## config.mk

```make
export PLATFORM = sky130hd
export DESIGN_NAME = task_delay_timer_bank
export DESIGN_NICKNAME = d
export VERILOG_FILES = /design/src/rtl/tdt_pkg.sv /design/src/rtl/tdt_ram.sv /design/src/rtl/tdt_ctrl.sv /design/src/rtl/task_delay_timer_bank.sv
export SDC_FILE = /design/constraint.sdc
export NUM_CORES = 1
export LEC_CHECK = 0
export ABC_AREA = 1
export BUFFER_PORTS_ARGS = -buffer_cell sky130_fd_sc_hd__clkbuf_2
export CORE_ASPECT_RATIO = 1.4
export CORE_MARGIN = 2
export CORE_UTILIZATION = 61
export CTS_BUF_LIST = sky130_fd_sc_hd__clkbuf_4 sky130_fd_sc_hd__clkbuf_8 sky130_fd_sc_hd__clkbuf_16
export CTS_CLUSTER_SIZE = 40
export DETAILED_ROUTE_END_ITERATION = 6
export PLACE_DENSITY_LB_ADDON = 0.05
export SLEW_MARGIN = 20
export SYNTH_ARGS = -nofsm -noshare
export SYNTH_HDL_FRONTEND = slang
export SYNTH_SLANG_ARGS = --single-unit
```

## constraint.sdc

```tcl
create_clock -name clk -period 2.9 [get_ports clk]
set_input_delay 0.58 -clock clk [delete_from_list [all_inputs] [get_ports clk]]
set_output_delay 0.58 -clock clk [all_outputs]
set_load 0.05 [all_outputs]
```

## src/rtl/tdt_pkg.sv

```systemverilog
// ----------------------------------------------------------------------------
// tdt_pkg: shared types and constants of the task delay timer bank
// Sizes of the task bank, operation codes and the result word.
// ----------------------------------------------------------------------------
`timescale 1ns / 1ps

package tdt_pkg;

	localparam int NUM_TASKS = 8;
	localparam int IDX_W     = (NUM_TASKS > 1) ? $clog2(NUM_TASKS) : 1;
	localparam int MASK_BITS = 8;
	localparam int PAD_W     = (NUM_TASKS > MASK_BITS) ? NUM_TASKS : MASK_BITS;
	localparam int CNT_W     = 16;
	localparam int TASK_W    = 3;

	localparam logic OP_TICK  = 1'b0;
	localparam logic OP_DELAY = 1'b1;

	typedef struct packed {
		logic [MASK_BITS-1:0] woken;
		logic [MASK_BITS-1:0] blocked;
	} result_t;

endpackage

```

## src/rtl/tdt_ram.sv

```systemverilog
// ----------------------------------------------------------------------------
// tdt_ram: single-port-write, single-port-read synchronous RAM
// Read data is registered and appears in the cycle after the address.
// ----------------------------------------------------------------------------
`timescale 1ns / 1ps

module tdt_ram #(
	parameter int DEPTH = 8,
	parameter int WIDTH = 16,
	parameter int AW    = 3
) (
	input  logic             clk,
	input  logic             wr_en,
	input  logic [AW-1:0]    wr_addr,
	input  logic [WIDTH-1:0] wr_data,
	input  logic [AW-1:0]    rd_addr,
	output logic [WIDTH-1:0] rd_data
);

	logic [WIDTH-1:0] mem_q [DEPTH];

	always_ff @(posedge clk) begin
		if (wr_en) begin
			mem_q[wr_addr] <= wr_data;
		end
		rd_data <= mem_q[rd_addr];
	end

endmodule

```

## src/rtl/tdt_ctrl.sv

```systemverilog
// ----------------------------------------------------------------------------
// tdt_ctrl: request handling and tick sweep over the counter memory
// Holds the blocked flags, walks the counters one task per cycle on a
// tick and hands a finished result word to the output stage.
// ----------------------------------------------------------------------------
`timescale 1ns / 1ps

module tdt_ctrl (
	input  logic                              clk,
	input  logic                              arst_n,
	input  logic                              req_valid,
	output logic                              req_stall,
	input  logic                              op,
	input  logic [tdt_pkg::TASK_W-1:0]        task_id,
	input  logic [tdt_pkg::CNT_W-1:0]         tick_count,
	output logic                              res_valid,
	input  logic                              res_ready,
	output tdt_pkg::result_t                  res,
	output logic                              mem_wr_en,
	output logic [tdt_pkg::IDX_W-1:0]         mem_wr_addr,
	output logic [tdt_pkg::CNT_W-1:0]         mem_wr_data,
	output logic [tdt_pkg::IDX_W-1:0]         mem_rd_addr,
	input  logic [tdt_pkg::CNT_W-1:0]         mem_rd_data
);

	import tdt_pkg::*;

	typedef enum logic [1:0] {
		ST_IDLE,
		ST_SWEEP,
		ST_FINISH
	} state_t;

	state_t               state_q;
	logic [IDX_W-1:0]     idx_q;
	logic [NUM_TASKS-1:0] blk_q;
	logic [PAD_W-1:0]     woken_q;
	logic [PAD_W-1:0]     blk_pad;
	logic                 accept;
	logic                 req_ok;
	logic                 dec_en;
	logic [CNT_W-1:0]     dec_val;

	assign accept  = req_valid && !req_stall;
	assign req_ok  = (tick_count != '0) && (32'(task_id) < NUM_TASKS);
	assign dec_en  = (state_q == ST_SWEEP) && blk_q[idx_q] && (mem_rd_data != '0);
	assign dec_val = mem_rd_data - CNT_W'(1);

	assign req_stall = (state_q != ST_IDLE);
	assign res_valid = (state_q == ST_FINISH);
	assign blk_pad   = PAD_W'(blk_q);
	assign res.woken   = woken_q[MASK_BITS-1:0];
	assign res.blocked = blk_pad[MASK_BITS-1:0];

	// The read for the next task is issued while the current one is written
	// back, so during a sweep reads and writes never touch the same entry in one cycle.
	always_comb begin
		mem_rd_addr = (state_q == ST_SWEEP) ? idx_q + IDX_W'(1) : '0;
		mem_wr_en   = 1'b0;
		mem_wr_addr = idx_q;
		mem_wr_data = dec_val;
		if (state_q == ST_IDLE) begin
			mem_wr_en   = accept && (op == OP_DELAY) && req_ok;
			mem_wr_addr = IDX_W'(task_id);
			mem_wr_data = tick_count;
		end else if (dec_en) begin
			mem_wr_en = 1'b1;
		end
	end

	always_ff @(posedge clk or negedge arst_n) begin
		if (!arst_n) begin
			state_q <= ST_IDLE;
			idx_q   <= '0;
			blk_q   <= '0;
			woken_q <= '0;
		end else begin
			case (state_q)
				ST_IDLE: begin
					if (accept) begin
						woken_q <= '0;
						idx_q   <= '0;
						if (op == OP_DELAY) begin
							if (req_ok) begin
								blk_q[IDX_W'(task_id)] <= 1'b1;
							end
							state_q <= ST_FINISH;
						end else begin
							state_q <= ST_SWEEP;
						end
					end
				end
				ST_SWEEP: begin
					if (dec_en && (dec_val == '0)) begin
						blk_q[idx_q]   <= 1'b0;
						woken_q[idx_q] <= 1'b1;
					end
					if (idx_q == IDX_W'(NUM_TASKS - 1)) begin
						state_q <= ST_FINISH;
					end else begin
						idx_q <= idx_q + IDX_W'(1);
					end
				end
				ST_FINISH: begin
					if (res_ready) begin
						state_q <= ST_IDLE;
					end
				end
				default: begin
					state_q <= ST_IDLE;
				end
			endcase
		end
	end

endmodule

```

## src/rtl/task_delay_timer_bank.sv

```systemverilog
// ----------------------------------------------------------------------------
// task_delay_timer_bank: per-task delay counters with tick-driven release
// A delay request passes from IDLE through FINISH before the next acceptance.
// A tick sweeps the counter memory one task per cycle through its single
// read and write port, then passes through FINISH before the next one.
// The result word is captured in an output register when it is handed over.
// Reset clears all blocked flags and the control state at once.
// ----------------------------------------------------------------------------
`timescale 1ns / 1ps

module task_delay_timer_bank (
	input  logic                           clk,
	input  logic                           arst_n,
	input  logic                           req_valid,
	output logic                           req_stall,
	input  logic                           op,
	input  logic [tdt_pkg::TASK_W-1:0]     task_id,
	input  logic [tdt_pkg::CNT_W-1:0]      tick_count,
	output logic                           rsp_valid,
	input  logic                           rsp_stall,
	output logic [tdt_pkg::MASK_BITS-1:0]  woken_mask,
	output logic [tdt_pkg::MASK_BITS-1:0]  blocked_mask
);

	import tdt_pkg::*;

	logic             res_valid;
	logic             res_ready;
	result_t          res;
	logic             mem_wr_en;
	logic [IDX_W-1:0] mem_wr_addr;
	logic [CNT_W-1:0] mem_wr_data;
	logic [IDX_W-1:0] mem_rd_addr;
	logic [CNT_W-1:0] mem_rd_data;
	logic             out_valid_q;
	result_t          out_q;

	tdt_ctrl u_ctrl (
		.clk         (clk),
		.arst_n      (arst_n),
		.req_valid   (req_valid),
		.req_stall   (req_stall),
		.op          (op),
		.task_id     (task_id),
		.tick_count  (tick_count),
		.res_valid   (res_valid),
		.res_ready   (res_ready),
		.res         (res),
		.mem_wr_en   (mem_wr_en),
		.mem_wr_addr (mem_wr_addr),
		.mem_wr_data (mem_wr_data),
		.mem_rd_addr (mem_rd_addr),
		.mem_rd_data (mem_rd_data)
	);

	tdt_ram #(
		.DEPTH (NUM_TASKS),
		.WIDTH (CNT_W),
		.AW    (IDX_W)
	) u_ram (
		.clk     (clk),
		.wr_en   (mem_wr_en),
		.wr_addr (mem_wr_addr),
		.wr_data (mem_wr_data),
		.rd_addr (mem_rd_addr),
		.rd_data (mem_rd_data)
	);

	// The output register frees as the waiting word is taken.
	assign res_ready = !out_valid_q || !rsp_stall;

	always_ff @(posedge clk or negedge arst_n) begin
		if (!arst_n) begin
			out_valid_q <= 1'b0;
		end else if (res_ready) begin
			out_valid_q <= res_valid;
		end
	end

	always_ff @(posedge clk) begin
		if (res_valid && res_ready) begin
			out_q <= res;
		end
	end

	assign rsp_valid    = out_valid_q;
	assign woken_mask   = out_q.woken;
	assign blocked_mask = out_q.blocked;

`ifndef ASSERT_OFF
	a_woken_not_blocked: assert property (@(posedge clk) disable iff (!arst_n)
		rsp_valid |-> ((woken_mask & blocked_mask) == '0))
		else $error("woken task still shown as blocked");

	a_stall_after_accept: assert property (@(posedge clk) disable iff (!arst_n)
		(req_valid && !req_stall) |=> req_stall)
		else $error("request side open in the cycle after an accepted word");

	a_no_result_lost: assert property (@(posedge clk) disable iff (!arst_n)
		(res_valid && !res_ready) |-> (rsp_valid && rsp_stall))
		else $error("result held back while the output register is free");
`endif

endmodule
```

=== Word-level counts from Yosys, hierarchy flattened ===
Memory sizes are Yosys's and may differ from the RTL's. A register that Yosys moved wholly into a read port is not among the register bits.
Cells that the tools add are included.

* Bits in registers: 38
* Word-level logic and storage cells: 80
* RAM bits: 128
* Memories: 1
* Input port bits: 24

{| class="wikitable"
|+ Memories
! memory !! words !! bits a word !! read ports !! clocked after memory_dff !! wr ports !! line !! text
|-
| u_ram.mem_q || 8 || 16 || 1 || 1 || 1 || tdt_ram.sv:20 || <nowiki>logic [WIDTH-1:0] mem_q [DEPTH];</nowiki>
|}

* Multiplexer cells: 29
* Equality and inequality tests: 10
* Bitwise logic cells: 4
* Reduce and logical (&&, ||, !) cells: 23
* Magnitude comparators: 4
* Add/sub/neg operators: 2

{| class="wikitable"
|+ Operators with widths
! operator !! number
|-
| two-way mux 8 bit || 6
|-
| one-hot mux 8 bit (2 select lines) || 2
|-
| nonzero test 16 bit || 2
|-
| zero test 16 bit || 1
|-
| two-way mux 16 bit || 1
|-
| OR 8 bit || 2
|-
| subtractor 16 x 1 -> 16 bit (second input constant) || 1
|-
| two-way mux 3 bit || 4
|-
| logical AND 1 bit || 9
|-
| AND reduction 3 bit || 3
|-
| bitwise AND 8 bit || 1
|-
| < comparator 3 x 4 -> 1 bit (second input constant) || 2
|-
| two-way mux 2 bit || 4
|-
| inequality test 2 bit (second input constant) || 4
|-
| inverter 8 bit || 1
|-
| two-way mux 1 bit || 7
|-
| demux 1 bit (select 3 bit) || 2
|-
| >= comparator 3 x 1 -> 1 bit (second input constant) || 2
|-
| inequality test 2 x 1 -> 1 bit (second input constant) || 3
|-
| one-hot mux 2 bit (3 select lines) || 1
|-
| one-hot mux 3 bit (2 select lines) || 1
|-
| AND reduction 5 bit || 1
|-
| nonzero test 2 bit || 2
|-
| adder 3 x 1 -> 3 bit (second input constant) || 1
|-
| 7 further kinds || 9
|}

=== Logic depth before layout (Yosys ltp) ===
Gate-level depths: netlist of run 1.

* Depth after elaboration: 9
* Gate-level depth with buffers: 15
* Mapped depth without buffers: 15

=== By module ===
Synthesis of run 1 repeated with hierarchy kept, for this count alone.

* Cell total of the unflattened synthesis: 966
* Area total of the unflattened synthesis: 8649.5 um^2

{| class="wikitable"
|+ Modules (own cells, without submodules)
! module !! seq. area each (um^2) !! area each (um^2) !! cells an instance !! times used
|-
| tdt_ram || 4164.0 || 5989.5 || 587 || 1
|-
| tdt_ctrl || 525.5 || 2138.3 || 358 || 1
|-
| task_delay_timer_bank || 505.5 || 521.8 || 21 || 1
|}

=== Least setup slack after synthesis of run 1 ===
Ideal clock, no wire load.

* Path type: register to register
* From: reg u_ctrl.state_q[1]
* To: mem u_ram.mem_q[1][0], enable pin
* Path slack: 0.435 ns
* Arrival: 2.076 ns
* Clock period less this slack: 2.465 ns
* Buffers on the path: 1
* Library setup time: 0.388 ns
* Required time: 2.512 ns
* Cell stages (with the launch flop): 7
* Cell sequence: dfrtp_1 -> nor2_1 -> clkbuf_1 -> nand2_1 -> o21ai_0 -> inv_1 -> nor2_1

* Word-level cells in the longest chain between the ends: 8
* Elaborated cells between the ends (all ways): 14
* Classes of those cells: eq/ne (1); mux (5); reduce/logical (8)

{| class="wikitable"
|+ RTL lines
! item !! line !! text
|-
| from (decl) || tdt_ctrl.sv:34 || <nowiki>state_t state_q;</nowiki>
|-
| from (signal assigned) || tdt_ctrl.sv:73 || <nowiki>state_q <= ST_IDLE;</nowiki>
|-
| from (signal assigned) || tdt_ctrl.sv:87 || <nowiki>state_q <= ST_FINISH;</nowiki>
|-
| from (signal assigned) || tdt_ctrl.sv:89 || <nowiki>state_q <= ST_SWEEP;</nowiki>
|-
| nonzero test 2 bit || tdt_ctrl.sv:49 || <nowiki>assign req_stall = (state_q != ST_IDLE);</nowiki>
|-
| zero test 1 bit || tdt_ctrl.sv:44 || <nowiki>assign accept = req_valid && !req_stall;</nowiki>
|-
| logical AND 1 bit || tdt_ctrl.sv:44 ||
|-
| logical AND 1 bit (2 in a row) || tdt_ctrl.sv:63 || <nowiki>mem_wr_en = accept && (op == OP_DELAY) && req_ok;</nowiki>
|-
| two-way mux 1 bit || tdt_ctrl.sv:62 || <nowiki>if (state_q == ST_IDLE) begin</nowiki>
|-
| two-way mux 1 bit || tdt_ram.sv:23 || <nowiki>if (wr_en) begin</nowiki>
|-
| two-way mux 1 bit (implied by the code) || tdt_ram.sv:24 || <nowiki>mem_q[wr_addr] <= wr_data;</nowiki>
|-
| to (decl) || tdt_ram.sv:20 ||
|}

Several ways; a longest one is shown, not always the timed one.

=== Worst setup path after layout of run 1 ===
* From: reg u_ctrl.idx_q[2]
* To: mem u_ram.mem_q[2][13], enable pin

* Word-level cells in the longest chain between the ends: 8
* Elaborated cells between the ends (all ways): 9
* Classes of those cells: mux (7); reduce/logical (2)

{| class="wikitable"
|+ RTL lines
! item !! line !! text
|-
| from (decl) || tdt_ctrl.sv:35 || <nowiki>logic [IDX_W-1:0] idx_q;</nowiki>
|-
| from (signal assigned) || tdt_ctrl.sv:101 || <nowiki>idx_q <= idx_q + IDX_W'(1);</nowiki>
|-
| binary-select mux 1 bit (select 3 bit) || tdt_ctrl.sv:46 || <nowiki>assign dec_en = (state_q == ST_SWEEP) && blk_q[idx_q] && (mem_rd_data != '0);</nowiki>
|-
| two-way mux 1 bit (implied by the code) || tdt_ctrl.sv:46 ||
|-
| logical AND 1 bit (2 in a row) || tdt_ctrl.sv:46 ||
|-
| two-way mux 1 bit || tdt_ctrl.sv:66 || <nowiki>end else if (dec_en) begin</nowiki>
|-
| two-way mux 1 bit || tdt_ctrl.sv:62 ||
|-
| two-way mux 1 bit || tdt_ram.sv:23 ||
|-
| two-way mux 1 bit (implied by the code) || tdt_ram.sv:24 ||
|}

Several ways; a longest one is shown, not always the timed one. The select of a mux whose other input is x is not followed.

==> impl_metrics.yaml, run 1 <==
floorplan:
  core_area_mm2: 0.0128
  dieArea_mm2: 0.0140
  initial_core_util_pct: 62.0
  die_w_um: 100
  die_h_um: 139
  io-pin-count: 42
  row_count: 49
route:
  wl_per_cell_um: 18.0
  top_layer_used: "met4"
  drt_pass1_iterations: 6
  drtIter0Drc: 395
  via_per_inst: 5.81
  routed-wl-met3_um: 765
  dr_total_vias: 5705
  route.met2.wl_mm: 9.01
  m1WireLength_mm: 7.05
  drc_errors: 0
  ant_nets: 0
  wirelength_mm: 17.7
final_layout:
  drive_above_1_share_pct: 17.6
  fillers: 899
  multi_input_area_mm2: 0.00243
  final_common_cell: "edfxtp_1"
  regArea_mm2: 0.00519
  mostFrequentLayoutCells: "edfxtp_1, nor2_1, nand2_1, o21ai_0, inv_1"
  fin_nets: 846
  antenna_cells: 0
  areaGrowthSynthToFinish_pct: 13.7
placed_design:
  gp_congestion: 0.962
  dpl_worst_slack_ns: 0.280
  port_buffers: 41
  dp_hpwl_mm: 12.3
yosys:
  syn-mean-instance-area_um2: 10.5
  yosysWarnings: 0
  synth_area_leaders: "edfxtp_1, dfrtp_1, nor2_1"
  ys_seq_elements: 182
  syn_area_mm2: 0.00795
  synth_top_cell_by_area: "edfxtp_1"
  synth.distinct_cells: 37
  synth_cells: 756
  yosysSeqAreaShare_pct: 65.4
  syn_nets: 784
  yosysTopAreaCellShare_pct: 54.4
pwr:
  switching_power_mw: 3.66
  vdd_drop_max_mv: 0.636
  swShare_pct: 38.1
  power_frac_comb_pct: 35.3
  power.share.clock_pct: 23.1
  power.leakage_nw: 3.49
  p_per_area_mw_per_mm2: 1060
  intPower_mw: 5.96
  pwr-share-seq_pct: 41.6
clock_tree:
  cts_sinks: 182
  cts_tree: "yes"
  clock_latency_ns: 0.43
  cts_inserted_buffers: 17
  cts_max_level: 4
  holdBufCountCts: 0
  cts_setup_buffers: 0
  cts-resized-gates: 0
  clk_pin_slew_ns: 0.07
  cts-root-buf: "clkbuf_16"
  cts_buffer_depth: 2
sta:
  max_slew.worst_pin.slew_ns: 0.973
  fin_crit_ns: 2.65
  rsz0062_at_grt: "false"
  fin_crit_sh_pct: 91.2
  fin_skew_ns: 0.00737
  tns_ns: 0
  worst_slack_ns: 0.254
  setup_viol: 0
  hold_viol: 0
  maxSlewHeadroom_pct: 34.4
  max_freq_mhz: 378
  final_max_slew_viol_count: 0
global_routing:
  grt_max_degree: 66
  antenna_found_initial: 0
  overflow: 0
  grt_pass1_vias: 5649
  grt_pass1_wl_mm: 27.8
  gr-usage-all-layers_pct: 26.4
worst_setup_path:
  critical_path_depth: 9
  critPathTopFamily: "simple AND/OR/NAND/NOR gates"
  slowest_stage: "nor2_2"
  ff2ff_setup_slack_ns: 0.25
  startpoint: "u_ctrl.idx_q[2]$_DFFE_PN0P_"
  required_ns: 2.96
  path_class: "flip-flop to flip-flop"
  r2r_cells: 9
  worstPathMaxFanout: 16
  endpoint: "u_ram.mem_q[2][13]$_DFFE_PP_"
  slowest_delay_ns: 0.65
  r2r-end: "u_ram.mem_q[2][13]$_DFFE_PP_"
  cp-end-kind: "flip-flop"
  r2r_start: "u_ctrl.idx_q[2]$_DFFE_PN0P_"
  path_buf_inv: 1
  cp.arrival_ns: 2.70
  cp-start-kind: "flip-flop"
  path_cells: "inv_1 > nor3_1 > nand2_1 > o21ai_1 > nor2_1 > a21oi_2 > a31o_2 > nand3_1 > nor2_2"
worst_hold_path:
  hp-class: "input port to async pin"
run_status:
  status: "finished clean"
flow_run:
  maxCapViolCount: 0
## per-layer routing
metal,vias to the layer above,GRT usage [%]
li1,2748,-
met1,2712,31.2
met2,194,44.2
met3,51,5.54
met4,0,14.8
met5,-,0
## synth_stat cells (all sizes together)
| library cell | count |
|---|---|
| clkbuf | 8 |
| edfxtp | 144 |
| xnor2 | 4 |
| nand3b | 2 |
| or2 | 32 |
| ha | 4 |
| o211ai | 32 |
| a31o | 1 |
| o22ai | 4 |
| nand2 | 128 |
| nand3 | 37 |
| nor3 | 4 |
| a21oi | 18 |
| dfrtp | 22 |
| inv | 49 |
| nor4 | 4 |
| buf | 22 |
| dfxtp | 16 |
| nand4 | 2 |
| a31oi | 27 |
| o21a | 1 |
| nor2 | 144 |
| o21ai | 51 |
## worst min-delay path by stage
stage / startpoint / end / cells past startpoint
after floorplan: arst_n / rsp_valid$_DFFE_PN0N_ / 0
after global placement: u_ctrl.woken_q[5]$_DFFE_PN0P_ / woken_mask[5]$_DFFE_PP_ / 0
after detailed placement: u_ctrl.woken_q[1]$_DFFE_PN0P_ / woken_mask[1]$_DFFE_PP_ / 0
after CTS: arst_n / u_ctrl.blk_pad[3]$_DFFE_PN0P_ / 1
after global routing: arst_n / u_ctrl.state_q[0]$_DFFE_PN0P_ / 1
final: arst_n / u_ctrl.blk_pad[3]$_DFFE_PN0P_ / 1
## through the flow
stage | instances | total power [mW] | utilization, % | instance area, um^2 | hold WS [ns]
after floorplan | 756 | 6.26 | - | 7950 | 0.284
final | 982 | 9.62 | 70.5 | 9040 | 0.144
after detailed placement | 952 | 7.43 | 66.1 | 8480 | 0.461
after global placement | 952 | 7.35 | 66.1 | 8470 | 0.460
after global routing | 982 | 10.2 | 70.5 | 9040 | 0.185
after CTS | 982 | 9.63 | 70.5 | 9040 | 0.159
## layout make-up
class | instances | share of cell area [%]
flip-flops and latches | 182 | 57.5
multi-input cells | 495 | 26.9
repair buffers | 73 | 5.20
clock buffers | 18 | 4.79
well taps | 153 | 2.12
inverters | 49 | 2.03
clock inverters | 12 | 1.45
## power groups by stage
stage,registers (mW),logic (mW),clock network (mW)
floorplan,4.22,2.04,0
global placement,4.03,3.32,0
detailed placement,4.05,3.38,0
CTS,3.99,3.39,2.24
global route,4.05,3.76,2.34
finish,4.00,3.40,2.22
## sequential cells by signal, summed over array words and instances, names as in the netlist
signal	count
u_ram.mem_q	128
u_ram.rd_data	16
blocked_mask	8
u_ctrl.blk_pad	8
u_ctrl.woken_q	8
woken_mask	8
u_ctrl.idx_q	3
u_ctrl.state_q	2
rsp_valid	1
## cells by family after synthesis
logic type,after synthesis,synth area share (%)
XOR/XNOR,4,0.441
flip-flops,182,65.4
adder cells (fa/ha/maj),4,0.630
AND/OR/NAND/NOR,353,19.2
AO/OA/AOI/OAI,134,10.2
buffers and inverters,79,4.12
Power figures use the tool's default switching activity.
==> inputs of run 2 (changes only) <==
GPL_ROUTABILITY_DRIVEN = 0   (was unset)
PLACE_DENSITY = 0.8   (was unset)
PLACE_DENSITY_LB_ADDON = unset   (was 0.05)
clock period = 2.95 ns   (was 2.9 ns; I/O delays follow)
==> impl_metrics.yaml, run 2 (synthesis gave the netlist of run 1 again) <==
route:
  drt_pass1_iterations: 5
  drtIter0Drc: 565
  ant_nets: 0
  via_per_inst: 5.97
  dr_total_vias: 5870
  wirelength_mm: 18.0
  wl_per_cell_um: 18.3
  drc_errors: 0
sta:
  maxSlewHeadroom_pct: 32.8
  max_slew.worst_pin.slew_ns: 0.997
  fin_skew_ns: 0.0112
  hold_ws_ns: 0.156
  fin_crit_sh_pct: 91.0
  rsz0062_at_grt: "false"
  final_max_slew_viol_count: 0
  max_freq_mhz: 372
  tns_ns: 0
  hold_viol: 0
  setup_viol: 0
  fin_crit_ns: 2.68
final_layout:
  top_register: "u_ram.mem_q"
  mostFrequentLayoutCells: "edfxtp_1, nor2_1, nand2_1, o21ai_0, inv_1"
  largest_register_ffs: 128
  final_cell_area_mm2: 0.00908
  antenna_cells: 0
  areaGrowthSynthToFinish_pct: 14.2
  drive_above_1_share_pct: 17.8
  top_regs: "u_ram.mem_q: 128 flops, u_ram.rd_data: 16 flops"
  fin_nets: 845
  final_common_cell: "edfxtp_1"
placed_design:
  port_buffers: 41
  place_area_mm2: 0.00844
  dp_hpwl_mm: 12.0
worst_setup_path:
  required_ns: 3.01
  slowest_delay_ns: 0.65
  cp-start-kind: "flip-flop"
  path_class: "flip-flop to flip-flop"
  cp.arrival_ns: 2.75
  critical_path_depth: 9
  r2r-end: "u_ram.mem_q[4][6]$_DFFE_PP_"
  cp-end-kind: "flip-flop"
  r2r_start: "u_ctrl.idx_q[2]$_DFFE_PN0P_"
  r2r_cells: 9
  critPathTopFamily: "simple AND/OR/NAND/NOR gates"
  path_buf_inv: 1
  ff2ff_setup_slack_ns: 0.27
  slowest_stage: "nor2_2"
  path_cells: "inv_1 > nor3_1 > nand2_1 > o21ai_1 > nor2_1 > a21oi_2 > a31o_2 > nand3_1 > nor2_2"
  worstPathMaxFanout: 16
clock_tree:
  clk_pin_slew_ns: 0.07
  cts_buffer_depth: 2
  cts_tree: "yes"
  cts_max_level: 4
  clock_latency_ns: 0.44
  cts_sinks: 182
  holdBufCountCts: 0
  cts-root-buf: "clkbuf_16"
  cts_inserted_buffers: 17
floorplan:
  die_w_um: 100
  initial_core_util_pct: 62.0
  io-pin-count: 42
  row_count: 49
  dieArea_mm2: 0.0140
  core_area_mm2: 0.0128
  die_h_um: 139
pwr:
  power_mw: 9.59
  power.leakage_nw: 3.51
  p_per_area_mw_per_mm2: 1060
  vdd_drop_max_mv: 0.557
worst_hold_path:
  hp-class: "input port to async pin"
global_routing:
  overflow: 0
  gr-usage-all-layers_pct: 27.4
  grt_pass1_vias: 5852
  grt_max_degree: 66
  grt_pass1_wl_mm: 29.3
  antenna_found_initial: 0
run_status:
  status: "finished clean"
flow_run:
  maxCapViolCount: 0
run 2: changes by cell type in the layout (fill, tap and decap cells not counted), moves of 2 or more:
| cell | change |
|---|---|
| clkinv_8 | +5 |
| inv_8 | +3 |
| buf_12 | -2 |
| clkinv_1 | -2 |
| clkinv_2 | -2 |
run 2: worst max-delay path by stage:
stage	from	to
after floorplan	u_ctrl.state_q[1]$_DFFE_PN0P_	u_ram.mem_q[1][0]$_DFFE_PP_
after global placement	u_ctrl.idx_q[2]$_DFFE_PN0P_	u_ram.mem_q[4][11]$_DFFE_PP_
after detailed placement	u_ctrl.state_q[0]$_DFFE_PN0P_	u_ram.rd_data[15]$_DFF_P_
after CTS	u_ctrl.state_q[0]$_DFFE_PN0P_	u_ram.rd_data[15]$_DFF_P_
after global routing	u_ctrl.idx_q[2]$_DFFE_PN0P_	u_ram.mem_q[4][6]$_DFFE_PP_
final	u_ctrl.idx_q[2]$_DFFE_PN0P_	u_ram.mem_q[4][6]$_DFFE_PP_
run 2: repair_timing:
| item | 4_1_cts | 5_1_grt |
|---|---|---|
| setup endpoints to repair | 0 | 11 |
| setup buffers | 0 | 0 |
| gates resized for setup | 0 | 1 |
run 2: per-layer routing:
layer | global-route usage [%] | part of all wire, % | vias to the layer above
met5 | 0 | 0 | -
met4 | 13.6 | 4.4 | 0
met3 | 5.59 | 5.1 | 73
met2 | 46.8 | 51 | 277
met1 | 32.7 | 39 | 2767
li1 | - | - | 2753
run 2: cell type report:
type                            count  area, um^2
Multi-Input combinational cell    495        2430
Timing Repair Buffer               72         438
Inverter                           49         186
Clock buffer                       17         425
Fill cell                         854        3740
Sequential cell                   182        5190
Tap cell                          153         191
Clock inverter                     15         208
run 2: worst register-to-register path, cell delays in order, from the launching register on:
cell and delay, ns:
dfrtp_1 0.52, inv_1 0.15, nor3_1 0.26, nand2_1 0.10, o21ai_1 0.09, nor2_1 0.07, a21oi_2 0.18, a31o_2 0.17
nand3_1 0.13, nor2_2 0.65
run 2: stage by stage:
stage | worst slack, ns | util [%] | cells
floorplan | 0.485 | - | 756
global placement | 0.144 | 65.9 | 951
detailed placement | 0.349 | 65.9 | 951
CTS | 0.334 | 70.8 | 983
global route | 0.0584 | 70.8 | 983
finish | 0.265 | 70.8 | 983
run 2: where the power goes:
part / switching (mW) / internal (mW)
combinational: 2.40 / 0.931
clock: 1.09 / 1.24
sequential: 0.278 / 3.65
total: 3.77 / 5.82
